===== src/rsrc_pkg.sv =====
// ----------------------------------------------------------------------------
// rsrc_pkg
// Types, codes and defaults shared by the rank/select result cache.
// ----------------------------------------------------------------------------
`timescale 1ns / 1ps

package rsrc_pkg;

    localparam int NUM_WAYS_DEF        = 4;
    localparam int ENTRIES_PER_WAY_DEF = 16;
    localparam int AGE_WIDTH_DEF       = 32;
    localparam int KEY_W               = 48;

    // operation codes
    localparam logic [2:0] OP_RANK  = 3'd0;
    localparam logic [2:0] OP_SEL   = 3'd1;
    localparam logic [2:0] OP_HDR   = 3'd2;
    localparam logic [2:0] OP_ELEM  = 3'd3;
    localparam logic [2:0] OP_INVAL = 3'd4;

    // result status codes
    localparam logic [1:0] ST_HIT  = 2'd0;
    localparam logic [1:0] ST_FILL = 2'd1;
    localparam logic [1:0] ST_MISS = 2'd2;

    // pending fill kinds
    localparam logic [1:0] PK_IDLE = 2'd0;
    localparam logic [1:0] PK_RANK = 2'd1;
    localparam logic [1:0] PK_SEL  = 2'd2;

    typedef struct packed {
        logic [2:0]       operation;
        logic [KEY_W-1:0] key;
        logic [KEY_W-1:0] leaf_rank;
        logic [KEY_W-1:0] leaf_size;
        logic [KEY_W-1:0] elem_rank;
        logic [KEY_W-1:0] elem_value;
        logic             elem_last;
    } in_t;

    typedef struct packed {
        logic [1:0]       status;
        logic [KEY_W-1:0] answer;
        logic [1:0]       victim_way;
    } out_t;

    typedef enum logic [3:0] {
        S_IDLE,
        S_DECODE,
        S_SCAN,
        S_BS_CHK,
        S_BS_CMP,
        S_SEL_WAIT,
        S_FIN0,
        S_FIN1,
        S_FIN2,
        S_RESP
    } state_t;

    typedef struct packed {
        logic accept;
        logic decode;
        logic scan;
        logic bs_chk;
        logic bs_cmp;
        logic sel_data;
        logic fin0;
        logic fin1;
        logic fin2;
        logic resp;
    } cmd_t;

    typedef struct packed {
        logic is_query;
        logic dec_resp;
        logic dec_finish;
        logic hit_rank;
        logic hit_sel;
        logic scan_last;
        logic bs_done;
        logic out_free;
    } sts_t;

endpackage


===== src/rsrc_ctrl.sv =====
// ----------------------------------------------------------------------------
// rsrc_ctrl
// Sequencer: one word at a time through decode, way scan, search and refill.
// ----------------------------------------------------------------------------
`timescale 1ns / 1ps

module rsrc_ctrl (
    input  logic            aclk,
    input  logic            aresetn,
    input  logic            s_valid,
    output logic            s_ready,
    input  rsrc_pkg::sts_t  sts,
    output rsrc_pkg::cmd_t  cmd
);

    rsrc_pkg::state_t state_reg, state_next;

    always_ff @(posedge aclk) begin
        if (!aresetn) begin
            state_reg <= rsrc_pkg::S_IDLE;
        end else begin
            state_reg <= state_next;
        end
    end

    always_comb begin
        state_next = state_reg;
        unique case (state_reg)
            rsrc_pkg::S_IDLE: begin
                if (s_valid) state_next = rsrc_pkg::S_DECODE;
            end
            rsrc_pkg::S_DECODE: begin
                if (sts.is_query)        state_next = rsrc_pkg::S_SCAN;
                else if (sts.dec_finish) state_next = rsrc_pkg::S_FIN0;
                else if (sts.dec_resp)   state_next = rsrc_pkg::S_RESP;
                else                     state_next = rsrc_pkg::S_IDLE;
            end
            rsrc_pkg::S_SCAN: begin
                if (sts.hit_rank)       state_next = rsrc_pkg::S_BS_CHK;
                else if (sts.hit_sel)   state_next = rsrc_pkg::S_SEL_WAIT;
                else if (sts.scan_last) state_next = rsrc_pkg::S_RESP;
            end
            rsrc_pkg::S_BS_CHK: begin
                state_next = sts.bs_done ? rsrc_pkg::S_RESP : rsrc_pkg::S_BS_CMP;
            end
            rsrc_pkg::S_BS_CMP:   state_next = rsrc_pkg::S_BS_CHK;
            rsrc_pkg::S_SEL_WAIT: state_next = rsrc_pkg::S_RESP;
            rsrc_pkg::S_FIN0:     state_next = rsrc_pkg::S_FIN1;
            rsrc_pkg::S_FIN1:     state_next = rsrc_pkg::S_FIN2;
            rsrc_pkg::S_FIN2:     state_next = rsrc_pkg::S_RESP;
            rsrc_pkg::S_RESP: begin
                if (sts.out_free) state_next = rsrc_pkg::S_IDLE;
            end
            default: state_next = rsrc_pkg::S_IDLE;
        endcase
    end

    always_comb begin
        cmd     = '0;
        s_ready = 1'b0;
        unique case (state_reg)
            rsrc_pkg::S_IDLE: begin
                s_ready    = 1'b1;
                cmd.accept = s_valid;
            end
            rsrc_pkg::S_DECODE:   cmd.decode   = 1'b1;
            rsrc_pkg::S_SCAN:     cmd.scan     = 1'b1;
            rsrc_pkg::S_BS_CHK:   cmd.bs_chk   = 1'b1;
            rsrc_pkg::S_BS_CMP:   cmd.bs_cmp   = 1'b1;
            rsrc_pkg::S_SEL_WAIT: cmd.sel_data = 1'b1;
            rsrc_pkg::S_FIN0:     cmd.fin0     = 1'b1;
            rsrc_pkg::S_FIN1:     cmd.fin1     = 1'b1;
            rsrc_pkg::S_FIN2:     cmd.fin2     = 1'b1;
            rsrc_pkg::S_RESP:     cmd.resp     = 1'b1;
            default: cmd = '0;
        endcase
    end

endmodule


===== config.mk =====
export PLATFORM = sky130hd
export DESIGN_NAME = rsrc_ctrl
export DESIGN_NICKNAME = d
export VERILOG_FILES = /design/src/rsrc_pkg.sv /design/src/rsrc_ctrl.sv
export SDC_FILE = /design/constraint.sdc
export NUM_CORES = 1
export LEC_CHECK = 0
export ABC_CLOCK_PERIOD_IN_PS = 2500
export BUFFER_PORTS_ARGS = -buffer_cell sky130_fd_sc_hd__buf_2
export CORE_AREA = 2 2 39 41
export CTS_CLUSTER_DIAMETER = 100
export DETAILED_ROUTE_END_ITERATION = 12
export DIE_AREA = 0 0 41 43
export GPL_TIMING_DRIVEN = 0
export PLACE_DENSITY = 0.56
export SLEW_MARGIN = 20
export SYNTH_ARGS = -nofsm -noshare
export SYNTH_HDL_FRONTEND = slang
export SYNTH_SLANG_ARGS = --single-unit

===== constraint.sdc =====
create_clock -name aclk -period 2.5 [get_ports aclk]
set_clock_uncertainty 0.05 [all_clocks]
set_input_delay 0.5 -clock aclk [delete_from_list [all_inputs] [get_ports aclk]]
set_output_delay 0.5 -clock aclk [all_outputs]
set_load 0.01 [all_outputs]

=== After elaboration in Yosys (flattened, before gate mapping) ===
Index checks and enable logic that the tools add are counted.
Widths: inputs -> output; s select.

* Bits in registers: 4
* Bits of input ports: 11
* Output and inout bits: 11
* Word-level logic and storage cells: 37

* Eq/ne operators: 12
* Multiplexer cells: 21
* Reductions and logical operators: 3

{| class="wikitable"
|+ Operators with widths
! operator !! count
|-
| $mux 4 || 9
|-
| $pmux 4 s9 || 1
|-
| $eq 4x3->1 const B || 4
|-
| $mux 1 || 11
|-
| $eq 4x2->1 const B || 2
|-
| $eq 4x4->1 const B || 2
|-
| $eq 4x1->1 const B || 1
|-
| $logic_not 4->1 || 1
|-
| $ne 2x2->1 const B || 2
|-
| $ne 4x4->1 const B || 1
|-
| $reduce_and 3->1 || 1
|-
| $reduce_or 2->1 || 1
|}

=== Longest topological paths before layout ===
Gate-level depths: netlist (run 1).

* Word-level depth: 4
* Depth in mapped cells: 5
* Gate-level depth less buffers: 4

=== Least setup slack after synthesis (run 1) ===
Ideal clock, no wire load.

* Path kind: reg-to-output
* From: register state_reg[0]
* To: output cmd[9] (netlist name)
* Data arrival time: 1345 ps
* Required time: 1950 ps
* Setup slack: 605 ps
* Cell stages (with the launch flop): 5
* Buffers on the path: 1
* Cell sequence: dfxtp_1 -> clkbuf_1 -> or2_2 -> nor3_1 -> and2_1

{| class="wikitable"
|+ RTL lines
! element !! RTL line !! RTL
|-
| start: declaration || rsrc_ctrl.sv:16 || <nowiki>rsrc_pkg::state_t state_reg, state_next;</nowiki>
|-
| start signal: assignment || rsrc_ctrl.sv:20 || <nowiki>state_reg <= rsrc_pkg::S_IDLE;</nowiki>
|-
| start signal: assignment || rsrc_ctrl.sv:22 || <nowiki>state_reg <= state_next;</nowiki>
|-
| end: declaration || rsrc_ctrl.sv:13 || <nowiki>output rsrc_pkg::cmd_t cmd</nowiki>
|}

==> results of run 1 <==
cells in the final DEF (no fill, tap or decap), types with 2 or more instances in the layout:
cell / count
a21oi_1: 2
and2_1: 2
buf_2: 21
clkbuf_1: 3
clkbuf_4: 3
dfxtp_1: 4
mux2i_1: 2
nand2_1: 2
nand2b_1: 2
nand3b_1: 2
nor2_1: 8
nor3_1: 3
o21ai_0: 4
or2_2: 2
cell type report:
type | count | area [µm²] | area share, %
multi-input cells | 44 | 281.5 | 52.94
repair buffers | 21 | 105.1 | 19.76
flip-flops and latches | 4 | 80.08 | 15.06
clock buffers | 3 | 22.52 | 4.235
well taps | 16 | 20.02 | 3.765
plain buffers | 4 | 18.77 | 3.529
inverters | 1 | 3.754 | 0.7059
power breakdown:
part	switching, mW	leakage (nW)	internal (mW)
Sequential	0.00953	0.0328	0.0774
Clock	0.0254	0.0138	0.0536
Combinational	0.110	0.217	0.0914
final timing paths:
kind	start	end	slack, ns
worst min register to register	state_reg[1]$_SDFFE_PN0P_	state_reg[0]$_SDFFE_PN0P_	0.71
worst max-delay path	state_reg[0]$_SDFFE_PN0P_	cmd[9]	0.38
worst max register to register	state_reg[0]$_SDFFE_PN0P_	state_reg[0]$_SDFFE_PN0P_	0.79
worst min-delay path	aresetn	state_reg[2]$_SDFFE_PN0P_	0.49
cells by family after synthesis:
logic type      Yosys count  synth area share [%]
mux                       3                 8.143
flops                     4                 20.85
simple gates             30                 45.60
buf+inv                   5                 5.863
compound gates           11                 19.55
worst max-delay path, cell delays in order (launching register included):
cell	delay, ns
dfxtp_1	0.32
clkbuf_1	0.20
or2_2	0.39
nor3_1	0.17
and2_1	0.14
buf_2	0.12
metal layers:
metal	track usage (%)	share of wire [%]	up-vias
li1	-	-	240
met1	16.61	47	201
met2	17.81	45	17
met3	7.853	7.9	0
met4	8.000	0	0
met5	0	0	-
==> summary.json, run 1 <==
{
  "run_status": "completed",
  "worst_slew_margin_rel_pct": 63.70,
  "floorplan.die_area_um2": 1763,
  "antenna_found_initial": 0,
  "layoutNonFillerInstCount": 93,
  "fin_crit_sh_pct": 84.93,
  "fin_ws_ns": 0.3767,
  "clock_latency_ns": 0.23,
  "place.detailed.hpwl_um": 790.9,
  "place_inst": 90,
  "vias": 458,
  "floorplan.initialDensity_pct": 27.76,
  "postSynthNetCount": 64,
  "timing_hold_violations_final": 0,
  "count_of_fill_cells_added_during_filler_insertion": 155,
  "clock.fmax_mhz": 471.0,
  "hold_buffers": 0,
  "synth.ff_latch_count": 4,
  "finalCriticalPeriod_ns": 2.123,
  "finalSetupViolations": 0,
  "post_cts_resized": 0,
  "drtPass1Iterations": 4,
  "largest_reg_flops": 4,
  "detail_route.iter0.violations": 11,
  "area_of_the_mapped_netlist_um2": 384.1,
  "synth_most_common_cell": "nor2_1",
  "synth_area_per_cell_um2": 7.248,
  "grt_pass1_wl_um": 1545,
  "worstPathRequired_ns": 1.95,
  "synth_sequential_area_ratio_pct": 20.85,
  "critical_path_class": "reg -> out",
  "crit_arrival_ns": 1.57,
  "cts_made_buffers": 3,
  "residual_drc": 0,
  "routedWlPerCell_um": 10.75,
  "design.portCount": 22,
  "async_reset_ff_share_pct": 0,
  "finalWeightedCongestion": 0.6842,
  "unrepaired_setup_endpoints_after_global_routing": "false",
  "postRouteWirelength_um": 1000,
  "postLayoutCoreUtil_pct": 38.43,
  "tot_gr_track_use_pct": 13.63,
  "port_buffers": 21,
  "grt_pass1_vias": 373,
  "synth-edff-count": 0,
  "min-delay-path-class": "in -> reg",
  "maxSlewViolCount": 0,
  "clock_path_buffers": 2,
  "p_per_area_nw_per_um2": 690.4,
  "power_leakage_nw": 0.2637,
  "total_placed_instance_area_um2": 509.2,
  "hold_slack_ns": 0.4943,
  "layout.cell_area.non_filler_um2": 531.8,
  "finish.net_count": 90,
  "overflow": 0,
  "number_of_cells_traversed_by_the_worst_register_to_register_path": 4,
  "synth_top_area_cell": "dfxtp_1",
  "die_x_um": 41,
  "layout-area-overhead-vs-synth_pct": 38.44,
  "worst_setup_hold_path_clk_slew_ns": 0.04,
  "h-tree-depth": 1,
  "synthCells": 53,
  "whs_path_depth": 2,
  "remaining_antenna_violation_count_after_routing": 0,
  "clockRootBuffer": "clkbuf_4",
  "tritoncts_clock_tree": "built",
  "critical_path.startpoint_type": "flip-flop",
  "antennaDiodeCount": 0,
  "primary_flip_flop_cell_chosen_by_synthesis_mapping": "dfxtp_1",
  "dp_worst_setup_slack_ns": 0.6185,
  "synthesis.yosys.warnings": 0,
  "path_max_fanout": 10,
  "synth_cell_count_leaders": "nor2_1, dfxtp_1, o21ai_0",
  "route.detailed.vias_per_inst": 4.925,
  "coreArea_um2": 1384,
  "fp.dieH_um": 43,
  "synth_top_cells_by_area": "dfxtp_1, nor2_1, mux2i_1",
  "finalSetupTns_ns": 0,
  "largest_net_degree_at_the_start_of_global_routing": 11,
  "cap_viol_max_count": 0,
  "worstSetupEndpointType": "output port",
  "post_cts.repair.setup_buffers": 0,
  "worst_pin_slew_ns": 0.5369,
  "core.rowCount": 14,
  "proportion_of_layout_cells_with_a_drive_suffix_above_1_pct": 36.36,
  "post_synth_num_cell_types": 29,
  "ir_drop_mv": 0.2999,
  "tritoncts_num_sinks": 4,
  "post-layout-total-power_uw": 367.1,
  "post-synth-top-area-fraction_pct": 20.85
}
Power figures use the tool's default switching activity.
==> inputs of run 2 (changes only) <==
ABC_CLOCK_PERIOD_IN_PS = 1900   (was 2500)
PLACE_DENSITY = 0.59   (was 0.56)
clock period = 1.9 ns   (was 2.5 ns; I/O delays follow)
==> summary.json, run 2 (synthesis gave the netlist of run 1 again) <==
{
  "run_status": "completed",
  "postLayoutCoreUtil_pct": 40.14,
  "critical_path_class": "reg -> out",
  "whs_path_depth": 2,
  "path_max_fanout": 10,
  "h-tree-depth": 1,
  "crit_arrival_ns": 1.46,
  "post-layout-total-power_uw": 513.4,
  "finalSetupTns_ns": 0,
  "largest_reg_flops": 4,
  "finish.net_count": 90,
  "proportion_of_layout_cells_with_a_drive_suffix_above_1_pct": 44.16,
  "seq_area_um2": 80.08,
  "port_buffers": 21,
  "antennaDiodeCount": 0,
  "detail_route.iter0.violations": 7,
  "worst_pin_slew_ns": 0.3230,
  "antenna_found_initial": 0,
  "remaining_antenna_violation_count_after_routing": 0,
  "p_per_area_nw_per_um2": 924.1,
  "worst_slew_margin_rel_pct": 78.16,
  "route.detailed.vias_per_inst": 5.151,
  "finalCriticalPeriod_ns": 1.888,
  "maxSlewViolCount": 0,
  "timing.reg2reg.setup_slack_ns": 0.20,
  "worstPathRequired_ns": 1.47,
  "layout.cells.most_common_list": "buf_2, nor2_1, o21ai_0, dfxtp_1, clkbuf_4",
  "post_cts.repair.setup_buffers": 0,
  "fin_crit_sh_pct": 99.36,
  "cts_made_buffers": 3,
  "die_x_um": 41,
  "grt_pass1_wl_um": 1807,
  "final_common_cell": "buf_2",
  "timing_hold_violations_final": 0,
  "critPathSlowestCell": "dfxtp_1",
  "layout.cell_area.non_filler_um2": 555.5,
  "floorplan.initialDensity_pct": 27.76,
  "dp_worst_setup_slack_ns": 0.1109,
  "floorplan.die_area_um2": 1763,
  "routedWlPerCell_um": 12.05,
  "overflow": 0,
  "critical_path_s_largest_stage_delay_ns": 0.34,
  "tritoncts_clock_tree": "built",
  "clockRootBuffer": "clkbuf_4",
  "multi_input_comb_area_um2": 301.5,
  "unrepaired_setup_endpoints_after_global_routing": "true",
  "layout-area-overhead-vs-synth_pct": 44.63,
  "crit_path_frequent_cell": "buf_2",
  "ir_drop_mv": 0.3072,
  "drtPass1Iterations": 4,
  "power_leakage_nw": 0.2794,
  "worst_setup_hold_path_clk_slew_ns": 0.04,
  "coreArea_um2": 1384,
  "vias": 479,
  "design.portCount": 22,
  "clock_latency_ns": 0.24,
  "clock.fmax_mhz": 529.7,
  "tot_gr_track_use_pct": 15.33,
  "worstSetupEndpointType": "output port",
  "tritoncts_num_sinks": 4,
  "residual_drc": 0,
  "hold_buffers": 0,
  "total_placed_instance_area_um2": 509.2,
  "min-delay-path-class": "in -> reg",
  "fp.dieH_um": 43,
  "core.rowCount": 14,
  "cap_viol_max_count": 0,
  "postRouteWirelength_um": 1121,
  "clock_path_buffers": 2,
  "count_of_fill_cells_added_during_filler_insertion": 161,
  "grt_pass1_vias": 451,
  "critical_path.startpoint_type": "flip-flop",
  "largest_net_degree_at_the_start_of_global_routing": 11,
  "finalSetupViolations": 0,
  "place.detailed.hpwl_um": 864.9,
  "worstPathCellList": "buf_2 -> or2_4 -> nor3_2 -> and2_1 -> buf_2",
  "finalWeightedCongestion": 0.6944,
  "fin_ws_ns": 0.01208,
  "number_of_cells_traversed_by_the_worst_register_to_register_path": 4
}
## run 2: cell count changes in the layout (fill, tap and decap cells not counted)
cell / previous run / this run
nor4b_1: 1 / 0
nor4bb_2: 0 / 1
nor4b_2: 0 / 1
or2_4: 0 / 1
or2_2: 2 / 1
buf_2: 21 / 23
nor4bb_1: 1 / 0
nor3_2: 0 / 1
nor3_1: 3 / 2
clkbuf_2: 0 / 1
clkbuf_1: 3 / 0
## run 2: final timing paths
path                                           startpoint                         to
worst min register to register  state_reg[1]$_SDFFE_PN0P_  state_reg[0]$_SDFFE_PN0P_
worst max register to register  state_reg[2]$_SDFFE_PN0P_  state_reg[3]$_SDFFE_PN0P_
worst min-delay path                              aresetn  state_reg[1]$_SDFFE_PN0P_
worst max-delay path            state_reg[3]$_SDFFE_PN0P_                     cmd[9]
## run 2: repair_timing
item,CTS,global route
pin swaps,0,0
endpoints found under the setup margin,2,8
hold endpoints to repair,0,0
gates resized for setup,5,5
## run 2: critical path, delay by kind of cell, from the launching register on
| kind | cells | cell delay (ns) |
|---|---|---|
| buffers and inverters | 2 | 0.31 |
| and+or+nand+nor | 3 | 0.57 |
| DFF | 1 | 0.34 |
## run 2: where the power goes
group | switching [mW] | internal, mW
registers | 0.0132 | 0.102
logic | 0.156 | 0.137
clock network | 0.0347 | 0.0706
## run 2: per-stage QoR
stage,std cells,hold WS (ns)
final,93,0.3812
after global routing,93,0.3725
after CTS,93,0.3737
after detailed placement,90,0.6124
after global placement,90,0.6150
after floorplan,53,0.4517
## run 2: routing by layer
metal	up-vias	global-route usage, %	wire (µm)
li1	243	-	-
met1	219	17.57	473
met2	17	24.06	567
met3	0	4.712	81
met4	0	8.000	0
met5	-	0	0
## run 2: final cells by class
class                           instances  area share, %
Buffer                                  4          4.054
Clock buffer                            3          4.054
Inverter                                1         0.6757
Multi-Input combinational cell         44          54.28
Sequential cell                         4          14.41
Tap cell                               16          3.604
Timing Repair Buffer                   21          18.92
